### src/rtl/dtc_pkg.sv
// Package for the decimal text to cents parser: character codes, token and
// status types shared by the front end, the back end and the checker.
// No dependencies.
package dtc_pkg;

  localparam int CHAR_W = 8;
  localparam int MAG_W  = 63;
  localparam int AMT_W  = 64;
  localparam int FRAC_W = 3;

  localparam logic [CHAR_W-1:0] CH_NUL   = 8'h00;
  localparam logic [CHAR_W-1:0] CH_MINUS = 8'h2D;
  localparam logic [CHAR_W-1:0] CH_COMMA = 8'h2C;
  localparam logic [CHAR_W-1:0] CH_DOT   = 8'h2E;
  localparam logic [CHAR_W-1:0] CH_ZERO  = 8'h30;
  localparam logic [CHAR_W-1:0] CH_NINE  = 8'h39;

  // Largest magnitude, 2^63-1; the saturation value.
  localparam logic [MAG_W-1:0] MAG_MAX = {MAG_W{1'b1}};

  typedef enum logic [2:0] {
    CLS_END,
    CLS_DIGIT,
    CLS_SEP,
    CLS_MINUS,
    CLS_OTHER
  } char_class_t;

  typedef struct packed {
    char_class_t cls;
    logic [3:0]  digit;
  } token_t;

  typedef enum logic [1:0] {
    ST_OK      = 2'd0,
    ST_SEP2    = 2'd1,
    ST_BADCHAR = 2'd2,
    ST_EMPTY   = 2'd3
  } status_t;

  typedef enum logic {
    BK_RUN,
    BK_SCALE
  } back_state_t;

endpackage

### src/rtl/dtc_front.sv
// Front end of the parser: classifies each incoming character into a token
// and holds tokens in a two-entry queue for the back end. Uses dtc_pkg.
module dtc_front (
  input  logic                        clk,
  input  logic                        rst,
  input  logic [dtc_pkg::CHAR_W-1:0]  character,
  input  logic                        character_valid,
  output logic                        character_stall,
  output dtc_pkg::token_t             tok,
  output logic                        tok_valid,
  input  logic                        tok_pop
);
  import dtc_pkg::*;

  token_t            cls_tok;
  token_t            entry [2];
  logic              wr_ptr;
  logic              rd_ptr;
  logic [1:0]        count;
  logic              push;

  always_comb begin
    cls_tok.digit = 4'(character - CH_ZERO);
    if (character == CH_NUL) begin
      cls_tok.cls = CLS_END;
    end else if (character >= CH_ZERO && character <= CH_NINE) begin
      cls_tok.cls = CLS_DIGIT;
    end else if (character == CH_COMMA || character == CH_DOT) begin
      cls_tok.cls = CLS_SEP;
    end else if (character == CH_MINUS) begin
      cls_tok.cls = CLS_MINUS;
    end else begin
      cls_tok.cls = CLS_OTHER;
    end
  end

  assign character_stall = (count == 2'd2);
  assign push            = character_valid && !character_stall;
  assign tok_valid       = (count != 2'd0);
  assign tok             = entry[rd_ptr];

  always_ff @(posedge clk) begin
    if (push) begin
      entry[wr_ptr] <= cls_tok;
    end
  end

  always_ff @(posedge clk) begin
    if (rst) begin
      wr_ptr <= 1'b0;
      rd_ptr <= 1'b0;
      count  <= 2'd0;
    end else begin
      if (push) begin
        wr_ptr <= ~wr_ptr;
      end
      if (tok_pop) begin
        rd_ptr <= ~rd_ptr;
      end
      case ({push, tok_pop})
        2'b10:   count <= count + 2'd1;
        2'b01:   count <= count - 2'd1;
        default: count <= count;
      endcase
    end
  end

endmodule

### src/rtl/dtc_back.sv
// Back end of the parser: accumulates digits with saturation, scales missing
// fraction digits at the terminator and drives the result register. Uses dtc_pkg.
module dtc_back #(
  parameter int FRAC_DIGITS = 2
) (
  input  logic                       clk,
  input  logic                       rst,
  input  dtc_pkg::token_t            tok,
  input  logic                       tok_valid,
  output logic                       tok_pop,
  output logic                       result_valid,
  input  logic                       result_stall,
  output logic [dtc_pkg::AMT_W-1:0]  amount,
  output logic [1:0]                 status,
  output logic                       overflow
);
  import dtc_pkg::*;

  localparam logic [FRAC_W-1:0] FRAC_INIT = FRAC_W'(FRAC_DIGITS);

  // Returns {saturated, magnitude*10+d clipped to MAG_MAX}.
  function automatic logic [MAG_W:0] times_ten_plus(input logic [MAG_W-1:0] m,
                                                    input logic [3:0] d);
    logic [MAG_W+3:0] wide;
    wide = {1'b0, m, 3'b000} + {3'b000, m, 1'b0} + {{MAG_W{1'b0}}, d};
    if (|wide[MAG_W+3:MAG_W]) begin
      return {1'b1, MAG_MAX};
    end
    return {1'b0, wide[MAG_W-1:0]};
  endfunction

  back_state_t       state, state_next;
  logic [MAG_W-1:0]  mag, mag_next;
  logic [FRAC_W-1:0] frac_left, frac_left_next;
  logic              sep_seen, sep_seen_next;
  logic              negative, negative_next;
  logic              at_start, at_start_next;
  logic              ignoring, ignoring_next;
  status_t           err, err_next;
  logic              ovf_flag, ovf_flag_next;

  logic [3:0]        d_in;
  logic [MAG_W:0]    tt;
  logic              out_free;
  logic              load_out;
  logic              clear;
  logic [AMT_W-1:0]  amt_pos;
  logic [AMT_W-1:0]  amt_neg;
  logic [AMT_W-1:0]  amount_next;
  status_t           status_next;
  logic              overflow_next;

  assign d_in     = (state == BK_SCALE) ? 4'd0 : tok.digit;
  assign tt       = times_ten_plus(mag, d_in);
  assign out_free = !result_valid || !result_stall;
  assign amt_pos  = {1'b0, mag};
  assign amt_neg  = ~amt_pos + {{(AMT_W-1){1'b0}}, 1'b1};

  always_comb begin
    state_next     = state;
    mag_next       = mag;
    frac_left_next = frac_left;
    sep_seen_next  = sep_seen;
    negative_next  = negative;
    at_start_next  = at_start;
    ignoring_next  = ignoring;
    err_next       = err;
    ovf_flag_next  = ovf_flag;
    tok_pop        = 1'b0;
    load_out       = 1'b0;
    clear          = 1'b0;

    unique case (state)
      BK_RUN: begin
        if (tok_valid) begin
          if (tok.cls == CLS_END) begin
            if (at_start || err != ST_OK || frac_left == '0) begin
              if (out_free) begin
                tok_pop  = 1'b1;
                load_out = 1'b1;
                clear    = 1'b1;
              end
            end else begin
              tok_pop    = 1'b1;
              state_next = BK_SCALE;
            end
          end else begin
            tok_pop       = 1'b1;
            at_start_next = 1'b0;
            if (at_start && tok.cls == CLS_MINUS) begin
              negative_next = 1'b1;
            end else if (!ignoring) begin
              case (tok.cls)
                CLS_DIGIT: begin
                  mag_next = tt[MAG_W-1:0];
                  if (tt[MAG_W]) begin
                    ovf_flag_next = 1'b1;
                  end
                  if (sep_seen) begin
                    frac_left_next = frac_left - FRAC_W'(1);
                    if (frac_left == FRAC_W'(1)) begin
                      ignoring_next = 1'b1;
                    end
                  end
                end
                CLS_SEP: begin
                  if (sep_seen) begin
                    err_next      = ST_SEP2;
                    ignoring_next = 1'b1;
                  end else begin
                    sep_seen_next = 1'b1;
                  end
                end
                default: begin
                  err_next      = ST_BADCHAR;
                  ignoring_next = 1'b1;
                end
              endcase
            end
          end
        end
      end
      BK_SCALE: begin
        if (frac_left != '0) begin
          mag_next       = tt[MAG_W-1:0];
          frac_left_next = frac_left - FRAC_W'(1);
          if (tt[MAG_W]) begin
            ovf_flag_next = 1'b1;
          end
        end else if (out_free) begin
          load_out   = 1'b1;
          clear      = 1'b1;
          state_next = BK_RUN;
        end
      end
      default: begin
        state_next = BK_RUN;
      end
    endcase

    if (at_start) begin
      amount_next   = '0;
      status_next   = ST_EMPTY;
      overflow_next = 1'b0;
    end else if (err != ST_OK) begin
      amount_next   = '0;
      status_next   = err;
      overflow_next = 1'b0;
    end else begin
      amount_next   = negative ? amt_neg : amt_pos;
      status_next   = ST_OK;
      overflow_next = ovf_flag;
    end

    if (clear) begin
      mag_next       = '0;
      frac_left_next = FRAC_INIT;
      sep_seen_next  = 1'b0;
      negative_next  = 1'b0;
      at_start_next  = 1'b1;
      ignoring_next  = 1'b0;
      err_next       = ST_OK;
      ovf_flag_next  = 1'b0;
    end
  end

  always_ff @(posedge clk) begin
    if (rst) begin
      state     <= BK_RUN;
      mag       <= '0;
      frac_left <= FRAC_INIT;
      sep_seen  <= 1'b0;
      negative  <= 1'b0;
      at_start  <= 1'b1;
      ignoring  <= 1'b0;
      err       <= ST_OK;
      ovf_flag  <= 1'b0;
    end else begin
      state     <= state_next;
      mag       <= mag_next;
      frac_left <= frac_left_next;
      sep_seen  <= sep_seen_next;
      negative  <= negative_next;
      at_start  <= at_start_next;
      ignoring  <= ignoring_next;
      err       <= err_next;
      ovf_flag  <= ovf_flag_next;
    end
  end

  always_ff @(posedge clk) begin
    if (rst) begin
      result_valid <= 1'b0;
    end else if (load_out) begin
      result_valid <= 1'b1;
    end else if (!result_stall) begin
      result_valid <= 1'b0;
    end
  end

  always_ff @(posedge clk) begin
    if (load_out) begin
      amount   <= amount_next;
      status   <= status_next;
      overflow <= overflow_next;
    end
  end

endmodule

### src/rtl/decimal_text_to_cents.sv
// Top level of the decimal text to cents parser; instantiates dtc_front and
// dtc_back and depends on dtc_pkg.
//
// This block reads a decimal amount one ASCII character per beat and returns
// it as a signed 64-bit integer in units of 10^-FRAC_DIGITS (cents for the
// default of two). A leading '-' makes the value negative, one ',' or '.'
// separates the fraction, and a character of zero ends the string; only the
// terminator produces a result beat, carrying amount, status (ok, second
// separator, invalid character, empty string) and an overflow flag that
// marks a magnitude saturated at 2^63-1. After an error the rest of the
// string is skipped and the amount reads 0. The front end classifies each
// character and parks it in a two-entry queue, so up to two more characters
// are taken while the back end works or the result waits; after that the
// input stalls until the back end moves on. Ordinary characters go through
// at one per cycle, limited by the single times-ten-plus-digit adder, unless
// the back end is scaling or holding a result. A clean string's terminator
// makes the same adder scale in the missing zeros (FRAC_DIGITS minus the
// fraction digits given) one per cycle before the result register is loaded;
// a terminator after an error, of an empty string or after a full fraction
// loads it directly. The result register holds a beat until it is taken.
module decimal_text_to_cents #(
  parameter int FRAC_DIGITS = 2
) (
  input  logic                       clk,
  input  logic                       rst,
  input  logic [dtc_pkg::CHAR_W-1:0] character,
  input  logic                       character_valid,
  output logic                       character_stall,
  output logic [dtc_pkg::AMT_W-1:0]  amount,
  output logic [1:0]                 status,
  output logic                       overflow,
  output logic                       result_valid,
  input  logic                       result_stall
);
  import dtc_pkg::*;

  // Token queue between the two halves.
  token_t tok;
  logic   tok_valid;
  logic   tok_pop;

  dtc_front u_front (
    .clk             (clk),
    .rst             (rst),
    .character       (character),
    .character_valid (character_valid),
    .character_stall (character_stall),
    .tok             (tok),
    .tok_valid       (tok_valid),
    .tok_pop         (tok_pop)
  );

  // The back end owns all parse state; it resets itself after every
  // terminator so the next string starts clean.
  dtc_back #(
    .FRAC_DIGITS (FRAC_DIGITS)
  ) u_back (
    .clk          (clk),
    .rst          (rst),
    .tok          (tok),
    .tok_valid    (tok_valid),
    .tok_pop      (tok_pop),
    .result_valid (result_valid),
    .result_stall (result_stall),
    .amount       (amount),
    .status       (status),
    .overflow     (overflow)
  );

endmodule

### config.mk
export PLATFORM = sky130hd
export DESIGN_NAME = decimal_text_to_cents
export DESIGN_NICKNAME = d
export VERILOG_FILES = /design/src/rtl/dtc_pkg.sv /design/src/rtl/dtc_front.sv /design/src/rtl/dtc_back.sv /design/src/rtl/decimal_text_to_cents.sv
export SDC_FILE = /design/constraint.sdc
export NUM_CORES = 1
export LEC_CHECK = 0
export BUFFER_PORTS_ARGS = -buffer_cell sky130_fd_sc_hd__buf_4
export CAP_MARGIN = 20
export CORE_MARGIN = 2
export CORE_UTILIZATION = 35
export DETAILED_ROUTE_END_ITERATION = 16
export PLACE_DENSITY = 0.62
export SLEW_MARGIN = 20
export SYNTH_ARGS = -nofsm -noshare
export SYNTH_HDL_FRONTEND = slang
export SYNTH_SLANG_ARGS = --single-unit
### constraint.sdc
create_clock -name clk -period 6.28 [get_ports clk]
set_input_delay 0.314 -clock clk [delete_from_list [all_inputs] [get_ports clk]]
set_output_delay 0.314 -clock clk [all_outputs]
set_load 0.1 [all_outputs]
==> reports/results.txt <==
initial antenna violation count - 0
Slew HR - 36.1%
WL final - 29,600 µm
worst slew pin tran - 950 ps
vias per inst - 5.52
Max VDD drop - 178 µV
post-synth cell types - 65
clock-pin slew on the worst setup and hold paths - 70 ps
commonest non-fill, non-tap cells in the layout - nor2_1, ha_1, o21ai_0
reg2reg path depth - 15
Peak Freq - 198 MHz
layout cells sized above 1 - 10.7%
TritonCTS clock tree - yes
clock sink total - 161
post-placement cell area - 0.0128 mm²
Final ANT Viol Nets - 0
leading cell type in the layout, fill and taps excluded - nor2_1
Worst Path Buf+Inv - 1
grt ovf - 0
die area - 0.0352 mm²
io pins - 81
gpl congestion - 0.871
I/O Buffers - 80
Clock Skews - 11.9 ps
Die H - 188 µm
TNS Setup - 0 ps
DP HPWL - 22,100 µm
Worst Setup EP - u_back.ovf_flag$_SDFFE_PP0P_
total CTS buffers - 17
largest net degree at the start of global routing - 67
CP peak stage delay - 590 ps
Synth Register Bits - 161
EDFF count, synth - 81
multiplexer area fraction after synthesis - 0.605%
DRC errors left - 0
FFs w/ async S/R, synth - 0%
Reg2Reg Capture Point - u_back.ovf_flag$_SDFFE_PP0P_
setup bufs post-CTS - 0
clk_lat worst skew - 440 ps
Top delay family on crit path - compound AO/OA/AOI/OAI gates
Max Cap Viol - 0
Core Rows - 67
cell mode on critical path - nor2_1
WP data required - 6610 ps
RSZ-0062 raised after global routing - false
endpoints failing setup - 0
Primary FF master, synth - edfxtp_1
Post-Syn Instances - 1,343
pwr dens - 260 mW/mm²
Diodes inserted - 0
XOR/XNOR Fraction of Synth Area - 9.36%
post-synthesis simple-gate area fraction - 15.2%
fin. max-slew vios - 0
Starting Density - 35.3%
Longest Clk Path Bufs - 2
largest family of logic cells by synthesized area - compound AO/OA/AOI/OAI gates
r2r setup slk - 1220 ps
Layout Nets - 1,524
Final WS setup - 1220 ps
hold-fix buffers at CTS - 0
Placeable Area - 0.0334 mm²
Area Overhead vs Synth - 13.4%
Tcrit/Tclk final - 80.5%
fillers - 3,388
global-route wire length before repair - 49,400 µm
CP arrival - 5380 ps
leakage - 5.62 nW
final std cells w/o fill - 1,841
worst hold path type - primary input to register
synthesized area - 0.0118 mm²
Critical Path, Cell by Cell - mux2i_1 -> nor2_1 -> fa_1 -> ha_1 -> a211oi_1 -> o211ai_1 -> a221oi_1 -> a21oi_1 -> o21ai_1 -> o2111ai_1 -> a21o_1 -> a2111oi_4 -> buf_4 -> nor2_1 -> o21a_1
Die X - 188 µm
pre-CTS WS - 1200 ps
Starting DRT DRC Count - 613
fin crit period - 5060 ps
Synth Warn # - 0
wire per inst - 16.1 µm
crit path capture type - register
post-synthesis adder-cell area fraction - 14.1%
cts repair resizes - 0
dominant cells by area after synthesis - edfxtp_1, ha_1, dfxtp_1
CP max-delay cell - dfxtp_1
Hold Fails Final Rpt - 0
fin area - 0.0134 mm²
status - finished, final reports clean
register area share after synthesis - 34.2%
Pre-antenna DRT Iters - 5
vias in the first global route - 9,853
synthesized net count - 1,487
H-tree levels - 4
CP max FO - 52
Total GRT Usage - 16.9%
Yosys top cell by area - edfxtp_1
critical path depth - 15
syn avg cell area - 8.78 µm²
Critical Path Start Type - register
placed cell count - 1,809
CTS root buffer - clkbuf_16
compound-cell area share of the yosys netlist - 23.4%
Synth top area share - 20.6%
Crit Path Class - register to register
Vias - 10.2k
cells by family after synthesis:
family	after synthesis
and+or+nand+nor	385
muxes	7
buffers and inverters	95
AOI/OAI and AO/OA	437
xor gates and xnor gates	126
adders and majority gates	132
DFF	161
power breakdown:
part           total, mW  internal (mW)  switching, mW
clock network       1.06          0.584          0.477
logic               1.14          0.345          0.794
registers           1.27           1.18         0.0888
synth_stat cells (8+ instances only):
library cell	instances
nand4_1	26
a211oi_1	9
o31ai_1	27
edfxtp_1	81
nand2_1	103
o21a_1	8
and2_1	12
o41ai_1	11
nor2_1	140
a21oi_1	98
inv_1	21
dfxtp_1	80
a21o_1	36
nor4_1	10
o21ai_0	129
or3_1	11
ha_1	130
xnor2_1	34
nand3_1	22
o211ai_1	12
a31oi_1	56
clkbuf_1	71
xor2_1	92
nor3_1	20
cell type report:
class	instances	area [µm²]	share of cell area (%)
multi-input combinational	1087	7410	55.5
tap	448	561	4.19
sequential	161	4040	30.2
inverter	21	78.8	0.590
timing repair buffer	92	691	5.17
clock buffer	18	450	3.37
clock inverter	14	138	1.03
layer usage:
layer  track usage (%)  vias to the layer above  wire (µm)
met1              21.5                     4821      13600
li1                  -                     5101          -
met4              5.88                        0        683
met2              29.7                      191      14500
met3              2.10                       42        835
met5                 0                        -          0
per-stage QoR:
stage | total power, mW | hold slack [ps] | utilization [%]
finish | 3.47 | 104 | 40.1
detailed placement | 2.44 | 451 | 38.3
global route | 3.65 | 86.7 | 40.1
global placement | 2.42 | 452 | 38.3
CTS | 3.50 | 86.2 | 40.1
floorplan | 2.13 | 413 | -
state kept, by name (all words and copies together) (netlist names), 2 cells and up, named ones only:
signal / flops
u_back.amount: 64
u_back.mag: 63
u_front.entry: 14
u_back.frac_left: 3
u_back.err: 2
u_back.status: 2
u_front.count: 2
worst register-to-register path, cell delays in order (launching register included):
cell and delay [ps]:
dfxtp_1 590, mux2i_1 250, nor2_1 80, fa_1 470
ha_1 330, a211oi_1 370, o211ai_1 190, a221oi_1 520
a21oi_1 170, o21ai_1 330, o2111ai_1 210, a21o_1 240
a2111oi_4 350, buf_4 550, nor2_1 110, o21a_1 180
worst min path at each step:
stage,from,depth (start not counted),slack [ps],end
floorplan,character[0],0,410,u_front.entry[0][0]$_DFFE_PP_
global placement,u_back.negative$_SDFFE_PP0P_,2,450,u_back.negative$_SDFFE_PP0P_
detailed placement,u_back.negative$_SDFFE_PP0P_,2,450,u_back.negative$_SDFFE_PP0P_
CTS,character[0],1,90,u_front.entry[1][0]$_DFFE_PP_
global route,character[0],1,90,u_front.entry[1][0]$_DFFE_PP_
finish,character[0],1,100,u_front.entry[1][0]$_DFFE_PP_
(Power assumes the default switching activity.)
